**src/hw/rtl/ttfs_pkg.sv**
```systemverilog
// ttfs_pkg: shared widths, codes and types for the tap tempo footswitch controller
// no dependencies; imported by tap_tempo_footswitch_fsm
`default_nettype none

package ttfs_pkg;

    // timestamp arithmetic width, differences wrap modulo 2^TIME_WIDTH
    localparam int TIME_WIDTH = 32;
    localparam int CFG_WIDTH  = 16;
    localparam int CFG_IDX_W  = 2;

    typedef logic [TIME_WIDTH-1:0] time_t;
    typedef logic [CFG_WIDTH-1:0]  cfg_t;

    // config register indexes
    localparam logic [CFG_IDX_W-1:0] CFG_DEBOUNCE = 2'd0;
    localparam logic [CFG_IDX_W-1:0] CFG_LONG     = 2'd1;
    localparam logic [CFG_IDX_W-1:0] CFG_MAX_INT  = 2'd2;
    localparam logic [CFG_IDX_W-1:0] CFG_FINISH   = 2'd3;

    // config reset values
    localparam cfg_t DEBOUNCE_RST = 16'd50;
    localparam cfg_t LONG_RST     = 16'd1000;
    localparam cfg_t MAX_INT_RST  = 16'd3000;
    localparam cfg_t FINISH_RST   = 16'd3000;

    // item function codes
    localparam logic [1:0] FUNC_POLL    = 2'd0;
    localparam logic [1:0] FUNC_EDGE    = 2'd1;
    localparam logic [1:0] FUNC_TEMPO_B = 2'd2;
    localparam logic [1:0] FUNC_READ    = 2'd3;

    // event codes beyond the mode codes
    localparam logic [2:0] EV_TOGGLE = 3'd5;
    localparam logic [2:0] EV_DONE   = 3'd6;
    localparam logic [2:0] EV_DONEB  = 3'd7;

endpackage

`default_nettype wire

```
**src/hw/rtl/tap_tempo_footswitch_fsm.sv**
```systemverilog
// tap_tempo_footswitch_fsm: footswitch timing controller with tap tempo capture
// depends on ttfs_pkg
`default_nettype none

// Footswitch controller driven by millisecond timestamps. Each input item is a
// poll, a press edge, a tempo B start or a tempo read, and each item produces
// exactly one result item: an event code (the mode, or toggle / done /
// done_b), the current tempo and the ready flag. All time differences wrap
// modulo 2^TIME_WIDTH. Throughput is one item per clock while the output is not
// stalled; each item is held in the input register, then the mode update and
// all gap compares (a handful of 32 bit subtract-compares) resolve in one pass
// and load the state and result registers together as the item moves on. The
// result register is decoupled from the input side, so a new item is taken
// while a finished result still waits; in_stall is only raised when both
// registers hold items and the output is stalled.
// Configuration is a plain write port (cfg_write, cfg_index, cfg_data) and is
// expected only while the block is idle. No memories and no clearing pass.
module tap_tempo_footswitch_fsm
    import ttfs_pkg::*;
(
    input  wire logic                 clk,
    input  wire logic                 rst_n,
    // config write port
    input  wire logic                 cfg_write,
    input  wire logic [CFG_IDX_W-1:0] cfg_index,
    input  wire cfg_t                 cfg_data,
    // input item channel
    input  wire logic                 in_valid,
    output logic                      in_stall,
    input  wire logic [1:0]           func,
    input  wire time_t                time_ms,
    input  wire logic                 pin_low,
    // result item channel
    output logic                      out_valid,
    input  wire logic                 out_stall,
    output logic [2:0]                event_res,
    output logic [15:0]               tempo_ms,
    output logic                      tempo_ready
);

    typedef enum logic [2:0] {
        M_OPEN  = 3'd0,
        M_PRESS = 3'd1,
        M_TAP   = 3'd2,
        M_HOLD  = 3'd3,
        M_HOLDB = 3'd4
    } mode_t;

    // config registers
    cfg_t debounce_reg;
    cfg_t long_reg;
    cfg_t max_int_reg;
    cfg_t finish_reg;

    // input register stage
    logic       s1_valid_reg;
    logic [1:0] s1_func_reg;
    time_t      s1_time_reg;
    logic       s1_pin_reg;

    // controller state
    mode_t       mode_reg, mode_next;
    logic        pend_reg, pend_next;
    time_t       edge_time_reg, edge_time_next;
    time_t       mark_time_reg, mark_time_next;
    logic [15:0] tempo_reg, tempo_next;
    logic        ready_reg, ready_next;
    logic [2:0]  ev_next;

    // result register
    logic        out_valid_reg;
    logic [2:0]  ev_reg;
    logic [15:0] tempo_out_reg;
    logic        ready_out_reg;

    logic  out_free;
    logic  s1_fire;
    time_t now_gap;
    time_t edge_gap;
    time_t deb_w, long_w, max_w, fin_w;

    // handshake: result reg frees when empty or taken, input reg moves on then
    assign out_free = !out_valid_reg || !out_stall;
    assign s1_fire  = s1_valid_reg && out_free;
    assign in_stall = s1_valid_reg && !out_free;

    // config writes
    always_ff @(posedge clk or negedge rst_n)
    begin
        if (!rst_n)
        begin
            debounce_reg <= DEBOUNCE_RST;
            long_reg     <= LONG_RST;
            max_int_reg  <= MAX_INT_RST;
            finish_reg   <= FINISH_RST;
        end
        else if (cfg_write)
        begin
            case (cfg_index)
                CFG_DEBOUNCE: debounce_reg <= cfg_data;
                CFG_LONG:     long_reg     <= cfg_data;
                CFG_MAX_INT:  max_int_reg  <= cfg_data;
                CFG_FINISH:   finish_reg   <= cfg_data;
                default:      debounce_reg <= debounce_reg;
            endcase
        end
    end

    // input register
    always_ff @(posedge clk or negedge rst_n)
    begin
        if (!rst_n)
        begin
            s1_valid_reg <= 1'b0;
        end
        else if (!in_stall)
        begin
            s1_valid_reg <= in_valid;
        end
    end

    always_ff @(posedge clk)
    begin
        if (in_valid && !in_stall)
        begin
            s1_func_reg <= func;
            s1_time_reg <= time_ms;
            s1_pin_reg  <= pin_low;
        end
    end

    // wrapped gaps against the last mark, config widened to time width
    assign now_gap  = s1_time_reg - mark_time_reg;
    assign edge_gap = edge_time_reg - mark_time_reg;
    assign deb_w    = time_t'(debounce_reg);
    assign long_w   = time_t'(long_reg);
    assign max_w    = time_t'(max_int_reg);
    assign fin_w    = time_t'(finish_reg);

    // one pass of the controller for the item in the input register
    always_comb
    begin
        mode_next      = mode_reg;
        pend_next      = pend_reg;
        edge_time_next = edge_time_reg;
        mark_time_next = mark_time_reg;
        tempo_next     = tempo_reg;
        ready_next     = ready_reg;
        ev_next        = 3'(M_OPEN);
        case (s1_func_reg)
            FUNC_POLL:
            begin
                case (mode_reg)
                    M_PRESS:
                    begin
                        if (s1_pin_reg)
                        begin
                            // held long enough: enter tap mode, restart tempo
                            if (now_gap >= long_w)
                            begin
                                mode_next      = M_TAP;
                                mark_time_next = s1_time_reg;
                                tempo_next     = 16'd0;
                            end
                        end
                        else if (now_gap > deb_w)
                        begin
                            // short press released: toggle
                            mode_next      = M_OPEN;
                            mark_time_next = s1_time_reg;
                            pend_next      = 1'b0;
                            ready_next     = 1'b0;
                        end
                    end
                    M_TAP:
                    begin
                        mode_next      = M_HOLD;
                        mark_time_next = s1_time_reg;
                    end
                    M_HOLD, M_HOLDB:
                    begin
                        if (pend_reg)
                        begin
                            // consume the tap, keep it if the gap is in bounds
                            pend_next = 1'b0;
                            if (edge_gap >= deb_w && edge_gap < max_w)
                            begin
                                mark_time_next = edge_time_reg;
                                tempo_next     = edge_gap[15:0];
                                ready_next     = 1'b1;
                            end
                        end
                        else if (now_gap > fin_w && tempo_reg != 16'd0)
                        begin
                            // idle timeout with a tempo: capture done
                            mode_next      = M_OPEN;
                            mark_time_next = s1_time_reg;
                            pend_next      = 1'b0;
                            ready_next     = 1'b0;
                        end
                    end
                    default:
                    begin
                        // open (and any stray code): take a debounced press
                        mode_next = M_OPEN;
                        if (pend_reg)
                        begin
                            pend_next = 1'b0;
                            if (edge_gap >= deb_w)
                            begin
                                mark_time_next = edge_time_reg;
                                mode_next      = M_PRESS;
                            end
                        end
                    end
                endcase
            end
            FUNC_EDGE:
            begin
                // latch the edge only while the pin reads low
                if (s1_pin_reg)
                begin
                    pend_next      = 1'b1;
                    edge_time_next = s1_time_reg;
                end
            end
            FUNC_TEMPO_B:
            begin
                mode_next      = M_HOLDB;
                edge_time_next = s1_time_reg;
                mark_time_next = s1_time_reg;
                ready_next     = 1'b0;
            end
            default:
            begin
                // tempo read clears ready
                ready_next = 1'b0;
            end
        endcase

        // event: special codes on toggle and done, else the new mode
        ev_next = 3'(mode_next);
        if (s1_func_reg == FUNC_POLL && mode_next == M_OPEN)
        begin
            if (mode_reg == M_PRESS)
            begin
                ev_next = EV_TOGGLE;
            end
            else if (mode_reg == M_HOLD)
            begin
                ev_next = EV_DONE;
            end
            else if (mode_reg == M_HOLDB)
            begin
                ev_next = EV_DONEB;
            end
        end
    end

    // state and result registers load together when the item moves on
    always_ff @(posedge clk or negedge rst_n)
    begin
        if (!rst_n)
        begin
            mode_reg      <= M_OPEN;
            pend_reg      <= 1'b0;
            edge_time_reg <= '0;
            mark_time_reg <= '0;
            tempo_reg     <= '0;
            ready_reg     <= 1'b0;
            out_valid_reg <= 1'b0;
        end
        else
        begin
            if (s1_fire)
            begin
                mode_reg      <= mode_next;
                pend_reg      <= pend_next;
                edge_time_reg <= edge_time_next;
                mark_time_reg <= mark_time_next;
                tempo_reg     <= tempo_next;
                ready_reg     <= ready_next;
            end
            if (out_free)
            begin
                out_valid_reg <= s1_valid_reg;
            end
        end
    end

    always_ff @(posedge clk)
    begin
        if (s1_fire)
        begin
            ev_reg        <= ev_next;
            tempo_out_reg <= tempo_next;
            ready_out_reg <= ready_next;
        end
    end

    assign out_valid   = out_valid_reg;
    assign event_res   = ev_reg;
    assign tempo_ms    = tempo_out_reg;
    assign tempo_ready = ready_out_reg;

    // a finishing event leaves the controller open with ready cleared
    assert property (@(posedge clk) disable iff (!rst_n)
        (out_valid_reg && (ev_reg == EV_TOGGLE || ev_reg == EV_DONE || ev_reg == EV_DONEB))
        |-> (mode_reg == M_OPEN && !ready_reg))
        else $error("finish event without return to open");

    // stall only with an item waiting in the input register
    assert property (@(posedge clk) disable iff (!rst_n)
        in_stall |-> s1_valid_reg)
        else $error("input stalled with empty input register");

    // an item that leaves the input register shows up as a result
    assert property (@(posedge clk) disable iff (!rst_n)
        s1_fire |=> out_valid_reg)
        else $error("item lost between input and result register");

    // a tempo read always reports ready cleared
    assert property (@(posedge clk) disable iff (!rst_n)
        (s1_fire && s1_func_reg == FUNC_READ) |=> !tempo_ready)
        else $error("tempo read did not clear ready");

endmodule

`default_nettype wire
```
**config.mk**
```make
export PLATFORM = sky130hd
export DESIGN_NAME = tap_tempo_footswitch_fsm
export DESIGN_NICKNAME = d
export VERILOG_FILES = /design/src/hw/rtl/ttfs_pkg.sv /design/src/hw/rtl/tap_tempo_footswitch_fsm.sv
export SDC_FILE = /design/constraint.sdc
export NUM_CORES = 1
export LEC_CHECK = 0
export ABC_AREA = 0
export BUFFER_PORTS_ARGS = -buffer_cell sky130_fd_sc_hd__buf_2
export CAP_MARGIN = 25
export CORE_ASPECT_RATIO = 0.6
export CORE_MARGIN = 2
export CORE_UTILIZATION = 41
export DETAILED_ROUTE_END_ITERATION = 8
export PLACE_DENSITY = 0.59
export SYNTH_ARGS = -nofsm -noshare
export SYNTH_HDL_FRONTEND = slang
export SYNTH_SLANG_ARGS = --single-unit
```
**constraint.sdc**
```tcl
create_clock -name clk -period 7.75 [get_ports clk]
set_input_delay 1.1625 -clock clk [delete_from_list [all_inputs] [get_ports clk]]
set_output_delay 1.1625 -clock clk [all_outputs]
set_load 0.005 [all_outputs]
```
==> results of run 1 <==
[per-stage QoR]
step                instances  total power [W]
finish                   1927          0.00728
global route             1927          0.00786
floorplan                1386          0.00478
CTS                      1927          0.00721
detailed placement       1887          0.00608
global placement         1886          0.00600
[metal layers]
metal	share of wire	track usage	up-vias	wire, microns
li1	-	-	5270	-
met1	0.54	0.379	5445	21800
met2	0.37	0.280	356	14600
met3	0.075	0.0367	42	3020
met4	0.015	0.0387	0	601
met5	0	0	-	0
[layout by cell type (no fill, tap or decap), types with 5 or more instances in the layout]
master / count
o211ai_1: 15
clkinv_2: 5
o21ai_0: 75
a211o_1: 8
dfstp_2: 23
xnor2_1: 27
ha_1: 141
nor3_1: 21
o41ai_1: 5
nor2_1: 55
a22o_1: 36
mux2i_1: 62
a211oi_1: 10
buf_2: 78
dfrtp_1: 128
mux2_2: 81
and2_1: 9
a31oi_1: 11
nand2b_1: 19
o2111ai_1: 8
nand2_1: 91
and3_1: 9
xor2_1: 21
nand3_1: 24
nor2b_1: 13
a21o_1: 32
buf_4: 6
nand4_1: 25
a21oi_1: 89
inv_1: 115
nor4_1: 11
clkbuf_16: 24
o21bai_1: 7
o21a_1: 24
edfxtp_1: 55
[cell families after synthesis]
family / after synthesis / synth area share
and+or+nand+nor: 312 / 0.114
xor gates and xnor gates: 48 / 0.0299
adders and majority gates: 143 / 0.128
buffers and inverters: 159 / 0.0479
AOI/OAI and AO/OA: 373 / 0.181
muxes: 145 / 0.111
DFF: 206 / 0.388
[final timing paths]
check / from / endpoint / slack (ns) / depth (start not counted)
max: edge_time_reg[9] / tempo_reg[0] / 1.78 / 17
min: s1_valid_reg / out_valid / 0.48 / 1
max reg2reg: edge_time_reg[9] / tempo_reg[0] / 1.78 / 17
min reg2reg: s1_valid_reg / out_valid / 0.48 / 1
max in group asynchronous: rst_n / edge_time_reg[27] / 5.71 / 2
min in group asynchronous: rst_n / edge_time_reg[1] / 0.71 / 1
[power by group through the flow]
stage	combinational (W)	sequential [W]	clock [W]
2_1_floorplan	0.00332	0.00146	0
3_3_place_gp	0.00449	0.00151	0
3_5_place_dp	0.00456	0.00152	0
4_1_cts	0.00459	0.00150	0.00112
5_1_grt	0.00517	0.00153	0.00116
6_report	0.00468	0.00151	0.00109
[worst register-to-register path, cell delays in order, from the launching register on]
cell       delay (ns)
dfrtp_1          0.45
ha_1             0.44
a21oi_1          0.31
a21oi_1          0.11
nor3_1           0.32
o211ai_1         0.27
nand3_1          0.16
nand2_1          0.08
xor2_1           0.55
ha_1             0.25
nand4_1          0.12
nor3_1           0.20
o21ai_0          0.12
o211ai_1         0.22
o2111ai_1        0.33
nor4_4           0.92
and2_0           0.79
a22o_1           0.23
[final cells by class]
cell class / instances / area [sq um] / area share
Multi-Input combinational cell: 1021 / 7960 / 0.509
Clock buffer: 30 / 663 / 0.0424
Tap cell: 459 / 574 / 0.0367
Sequential cell: 206 / 5460 / 0.349
Timing Repair Buffer: 86 / 467 / 0.0298
Clock inverter: 10 / 81.3 / 0.00520
Inverter: 115 / 432 / 0.0276
==> metrics.md, run 1 <==
| Metric | Value |
|---|---|
| CP endpoint kind | flip-flop |
| Final Wtd Congestion | between 0.9 and 1 |
| First-pass GRT wire length | between 60000 and 70000 microns |
| P_leak | between 6 and 7 nW |
| Post-synth EDFFs | 55 |
| Crit path buffers/inverters | 0 |
| Skew-Pair Late Insertion Delay | approximately 0.54 ns |
| Outcome | completed |
| Starting Density | 0.417 |
| Die area | approximately 0.036 sq mm |
| Share of the synthesized area in the top cell type | 0.228 |
| Kind of critical path | flip-flop to flip-flop |
| CTS max path bufs | 3 |
| Sequential fraction of the synthesis area | 0.388 |
| CP max stage cell | nor4_4 |
| Initial antenna violation count | 0 |
| Synthesized Nets | approximately 1600 |
| Final setup margin | between 1.5 and 2 ns |
| I/O Pins | 80 |
| Drt first-iter violations | 1139 |
| Synth cell count leaders | ha_1 (141), dfrtp_1 (128), inv_1 (115), nand2_1 (91), a21oi_1 (90) |
| Mapped Area | approximately 0.014 sq mm |
| Core Box Area | ~0.034 sq mm |
| CP startpoint kind | flip-flop |
| Overall routing resource usage | 0.221 |
| FP Rows | 52 |
| Final period util | 0.770 |
| RSZ-0062 raised after global routing | no |
| Crit path time final | just under 6 ns |
| Placed cell areas | ~0.015 sq mm |
| Switch share | 0.482 |
| CP max FO | 18 |
| Pwr Density | approximately 470 mW/mm^2 |
| Area Overhead vs Synth | 11.1% |
| Pin count of the biggest net entering global routing | 92 |
| Clk_skew | ~0.021 ns |
| Synth area leaders | dfrtp_1 (23%), ha_1 (13%), edfxtp_1 (12%) |
| Antenna Nets Post-Route | 0 |
| PortBufs | 79 |
| Final setup violation count | 0 |
| Proportion of layout cells with a drive suffix above 1 | 0.171 |
| Die extent in y | between 100 and 150 microns |
| Max VDD drop | about 0.20 mV |
| WHS | about 0.48 ns |
| Most frequent cell after synthesis | ha_1 |
| DP HPWL | around 31000 microns |
| Worst-path cell chain | ha_1 -> a21oi_1 -> a21oi_1 -> nor3_1 -> o211ai_1 -> nand3_1 -> nand2_1 -> xor2_1 -> ha_1 -> nand4_1 -> nor3_1 -> o21ai_0 -> o211ai_1 -> o2111ai_1 -> nor4_4 -> and2_0 -> a22o_1 |
| GRT overflow | 0 |
| Arrival time at the worst endpoint | 6.43 ns |
| YS warnings | 0 |
| Post-Syn Instances | between 1000 and 1500 |
| CTS Buf Count | 22 |
| Sw power | 0.00350 W |
| Asr flop ratio synth | 0.733 |
| Critical Path RT | 8.21 ns |
| Worst path top cell family by delay | simple AND/OR/NAND/NOR gates |
| Hold_buf cts | 0 |
| N_diodes | 0 |
| Final instance area | around 0.016 sq mm |
| DR vias | 11100 |
| Prevailing post-synth register cell | dfrtp_1 |
| Resized Gates After CTS | 0 |
| DRT Pass-1 Iters | 5 |
| Logic pwr share | 0.643 |
| Final hold vios | 0 |
| Average wire per standard cell | 20.8 microns |
| Setup Buffers After CTS | 0 |
| Min-Delay Path Class | flip-flop to flip-flop |
| Die W | ~240 microns |
| Reg clk slew, reported paths | about 0.060 ns |
| Worst relative slew slack | 0.335 |
| Maxcap violations | 0 |
| Fmax | 168 MHz |
| Total Wirelength | approximately 40000 microns |
| Synth area leader | dfrtp_1 |
| Worst-margin pin slew | a little under 1 ns |
| Util after Layout | 0.463 |
| Dpl ws | 1.85 ns |
| Seq pwr share | 0.207 |
| Clk sink count | slightly above 200 |
| Clk root buf | clkbuf_16 |
| H-tree depth | 1 |
| Max-slew violation count | 0 |
| Setup TNS | 0 ns |
| Clk pwr share | 0.150 |
| Layout fillers | 3119 |
| Mapped Avg Cell Area | between 10 and 15 sq um |
| Synth Register Bits | between 200 and 250 |
| Post-synth cell types | 88 |
| Layout Nets | between 1500 and 2000 |
| Vias in the first global route | approximately 10000 |
| Internal | between 0.003 and 0.004 W |
| CTS tree | built |
| Via density | between 5 and 6 |
| CP max stage delay | 0.92 ns |
| DRC viols | 0 |
Power figures use the tool's default switching activity.
==> run 2: changes to the inputs <==
--- a/config.mk
+++ b/config.mk
@@ -12,7 +12,7 @@
 export CORE_MARGIN = 2
 export CORE_UTILIZATION = 41
 export DETAILED_ROUTE_END_ITERATION = 8
-export PLACE_DENSITY = 0.59
+export PLACE_DENSITY = 0.62
 export SYNTH_ARGS = -nofsm -noshare
 export SYNTH_HDL_FRONTEND = slang
 export SYNTH_SLANG_ARGS = --single-unit
==> constraint.sdc (replaced) <==
create_clock -name clk -period 5.06 [get_ports clk]
set_input_delay 0.759 -clock clk [delete_from_list [all_inputs] [get_ports clk]]
set_output_delay 0.759 -clock clk [all_outputs]
set_load 0.005 [all_outputs]
==> metrics.md, run 2 (synthesis gave the netlist of run 1 again) <==
| Metric | Value |
|---|---|
| Outcome | completed |
| PortBufs | 79 (unchanged) |
| Most frequent cells in the layout | ha_1 (140), dfrtp_1 (127), inv_1 (115), nand2_1 (91), a21oi_1 (86) |
| Gr busiest metal | met1 |
| Reg-to-reg endpoint | mark_time_reg[15] |
| GRT overflow | 0 (unchanged) |
| Worst-margin pin slew | 1.01 ns (+0.0185 ns) |
| I/O Pins | 80 (unchanged) |
| DP HPWL | 32100 microns (+3.4%) |
| Die extent in y | 148 microns (unchanged) |
| Worst-path cell chain | inv_1 -> ha_1 -> fa_2 -> nand2b_1 -> a21oi_2 -> o311ai_0 -> nand3_1 -> xor2_1 -> a2111oi_2 -> nand3_1 -> or4_1 -> o21ba_2 -> o311a_4 -> buf_12 -> mux2i_1 |
| Via density | 5.77 (about the same) |
| Antenna Nets Post-Route | 0 (unchanged) |
| Arrival time at the worst endpoint | 5.33 ns (-1.10 ns) |
| Setup TNS | 0 ns (unchanged) |
| Clk sink count | 206 (unchanged) |
| Commonest non-fill, non-tap cell in the layout | ha_1 |
| Reg-to-reg startpoint | s1_time_reg[0] |
| Final setup violation count | 0 (unchanged) |
| Reg clk slew, reported paths | 0.07 ns (about the same) |
| Core Box Area | 0.0338 sq mm (unchanged) |
| Fmax | 203 MHz (+21%) |
| Initial antenna violation count | 1 (+1) |
| Global Route met1 Usage | 0.384 (+0.00517) |
| Skew-Pair Late Insertion Delay | 0.54 ns (about the same) |
| CP startpoint kind | flip-flop |
| Maxcap violations | 0 (unchanged) |
| Met3 Use GR | 0.0543 (+0.0176) |
| Vias in the first global route | 10800 (+4.0%) |
| Total Wirelength | 41300 microns (+3.3%) |
| Clk root buf | clkbuf_16 |
| Area Overhead vs Synth | 14.1% |
| Kind of critical path | flip-flop to flip-flop |
| CP max stage cell | or4_1 |
| DR vias | 11300 (+2.1%) |
| N_diodes | 0 (unchanged) |
| Average wire per standard cell | 21.0 microns (+1.1%) |
| CTS tree | built |
| Layout Nets | 1694 (+2.5%) |
| R2R Setup Slk | 0.14 ns (-1.64 ns) |
| Max VDD drop | 0.292 mV (+45%) |
| CP endpoint kind | flip-flop |
| Worst Setup EP | mark_time_reg[15] |
| Proportion of layout cells with a drive suffix above 1 | 0.206 (+0.0351) |
| Die W | 243 microns (unchanged) |
| Pwr Density | 730 mW/mm^2 (+57%) |
| CTS max path bufs | 3 (unchanged) |
| Min-Delay Path Class | input pin to async pin |
| WHS | 0.147 ns (-0.336 ns) |
| FP Rows | 52 (unchanged) |
| Worst path top cell family by delay | compound AO/OA/AOI/OAI gates |
| Final Wtd Congestion | 0.913 (-0.13%) |
| Hold_buf cts | 0 (unchanged) |
| Cell mode on critical path | nand3_1 |
| H-tree depth | 1 (unchanged) |
| Start point of the critical path | s1_time_reg[0] |
| Critical Path RT | 5.47 ns (-2.74 ns) |
| Die area | 0.0359 sq mm (unchanged) |
| Overall routing resource usage | 0.231 (+0.00953) |
| Worst relative slew slack | 0.325 (-0.0103) |
| DRC viols | 0 (unchanged) |
| P_leak | 7.10 nW (+3.0%) |
| GR Util met2 | 0.289 (+0.00869) |
| Drt first-iter violations | 997 (-12%) |
| Final period util | 0.972 (+0.202) |
| R2r worst-path depth | 15 (-2) |
| CP max stage delay | 0.76 ns (-0.16 ns) |
| Pin count of the biggest net entering global routing | 105 (+14%) |
| First-pass GRT wire length | 64200 microns (+4.5%) |
| CTS Buf Count | 23 (+4.5%) |
| Starting Density | 0.417 (unchanged) |
| Crit path buffers/inverters | 2 (+2) |
| DRT Pass-1 Iters | 5 (unchanged) |
| Crit. path cell count | 15 (-2) |
| Crit path time final | 4.92 ns (-1.05 ns) |
| Final hold vios | 0 (unchanged) |
| Clk_skew | 0.0166 ns (-0.00433 ns) |
| RSZ-0062 raised after global routing | no |
| Max-slew violation count | 0 (unchanged) |
| CP max FO | 16 (-2) |
==> run 2: final cells by class <==
type                    count  area (sq um)
clock inverters            11          82.6
well taps                 459           574
multi-input cells        1021          8100
repair buffers            126           798
clock buffers              30           612
inverters                 115           432
flip-flops and latches    206          5460
fillers                  3183         17700
==> run 2: repair_timing <==
| action | in CTS | in global routing |
|---|---|---|
| setup buffers | 2 | 1 |
| pin swaps | 1 | 3 |
| setup endpoints to repair | 47 | 60 |
| gates resized for setup | 5 | 25 |
==> run 2: per-stage QoR <==
| stage | util | setup slack, ns | area [sq um] | total power (W) | std cells |
|---|---|---|---|---|---|
| global route | 0.476 | 0.00335 | 16100 | 0.0126 | 1968 |
| floorplan | - | 0.577 | 14100 | 0.00732 | 1386 |
| global placement | 0.450 | -0.125 | 15200 | 0.00957 | 1923 |
| CTS | 0.472 | 0.0151 | 15900 | 0.0115 | 1966 |
| finish | 0.476 | 0.142 | 16100 | 0.0117 | 1968 |
| detailed placement | 0.450 | -0.134 | 15200 | 0.00972 | 1923 |
==> run 2: worst min path at each step <==
stage | slack, ns | end | from
finish | 0.15 | tempo_reg[12] | rst_n
CTS | 0.17 | tempo_reg[12] | rst_n
global route | 0.19 | tempo_reg[12] | rst_n
global placement | 0.47 | out_valid | s1_valid_reg
detailed placement | 0.48 | out_valid | s1_valid_reg
floorplan | 0.45 | edge_time_reg[0] | s1_time_reg[0]
==> run 2: per-layer routing <==
metal  part of all wire  vias up  routed length [microns]
met5            0.00031        -                       13
met4              0.022        2                      892
met2               0.36      417                    14900
li1                   -     5357                        -
met1               0.54     5505                    22200
met3              0.079       65                     3250
==> run 2: report_power, final <==
group | internal (W) | leakage [nW] | switching (W)
sequential | 0.00208 | 2.33 | 0.000235
clock | 0.000865 | 0.336 | 0.000743
combinational | 0.00317 | 4.44 | 0.00462
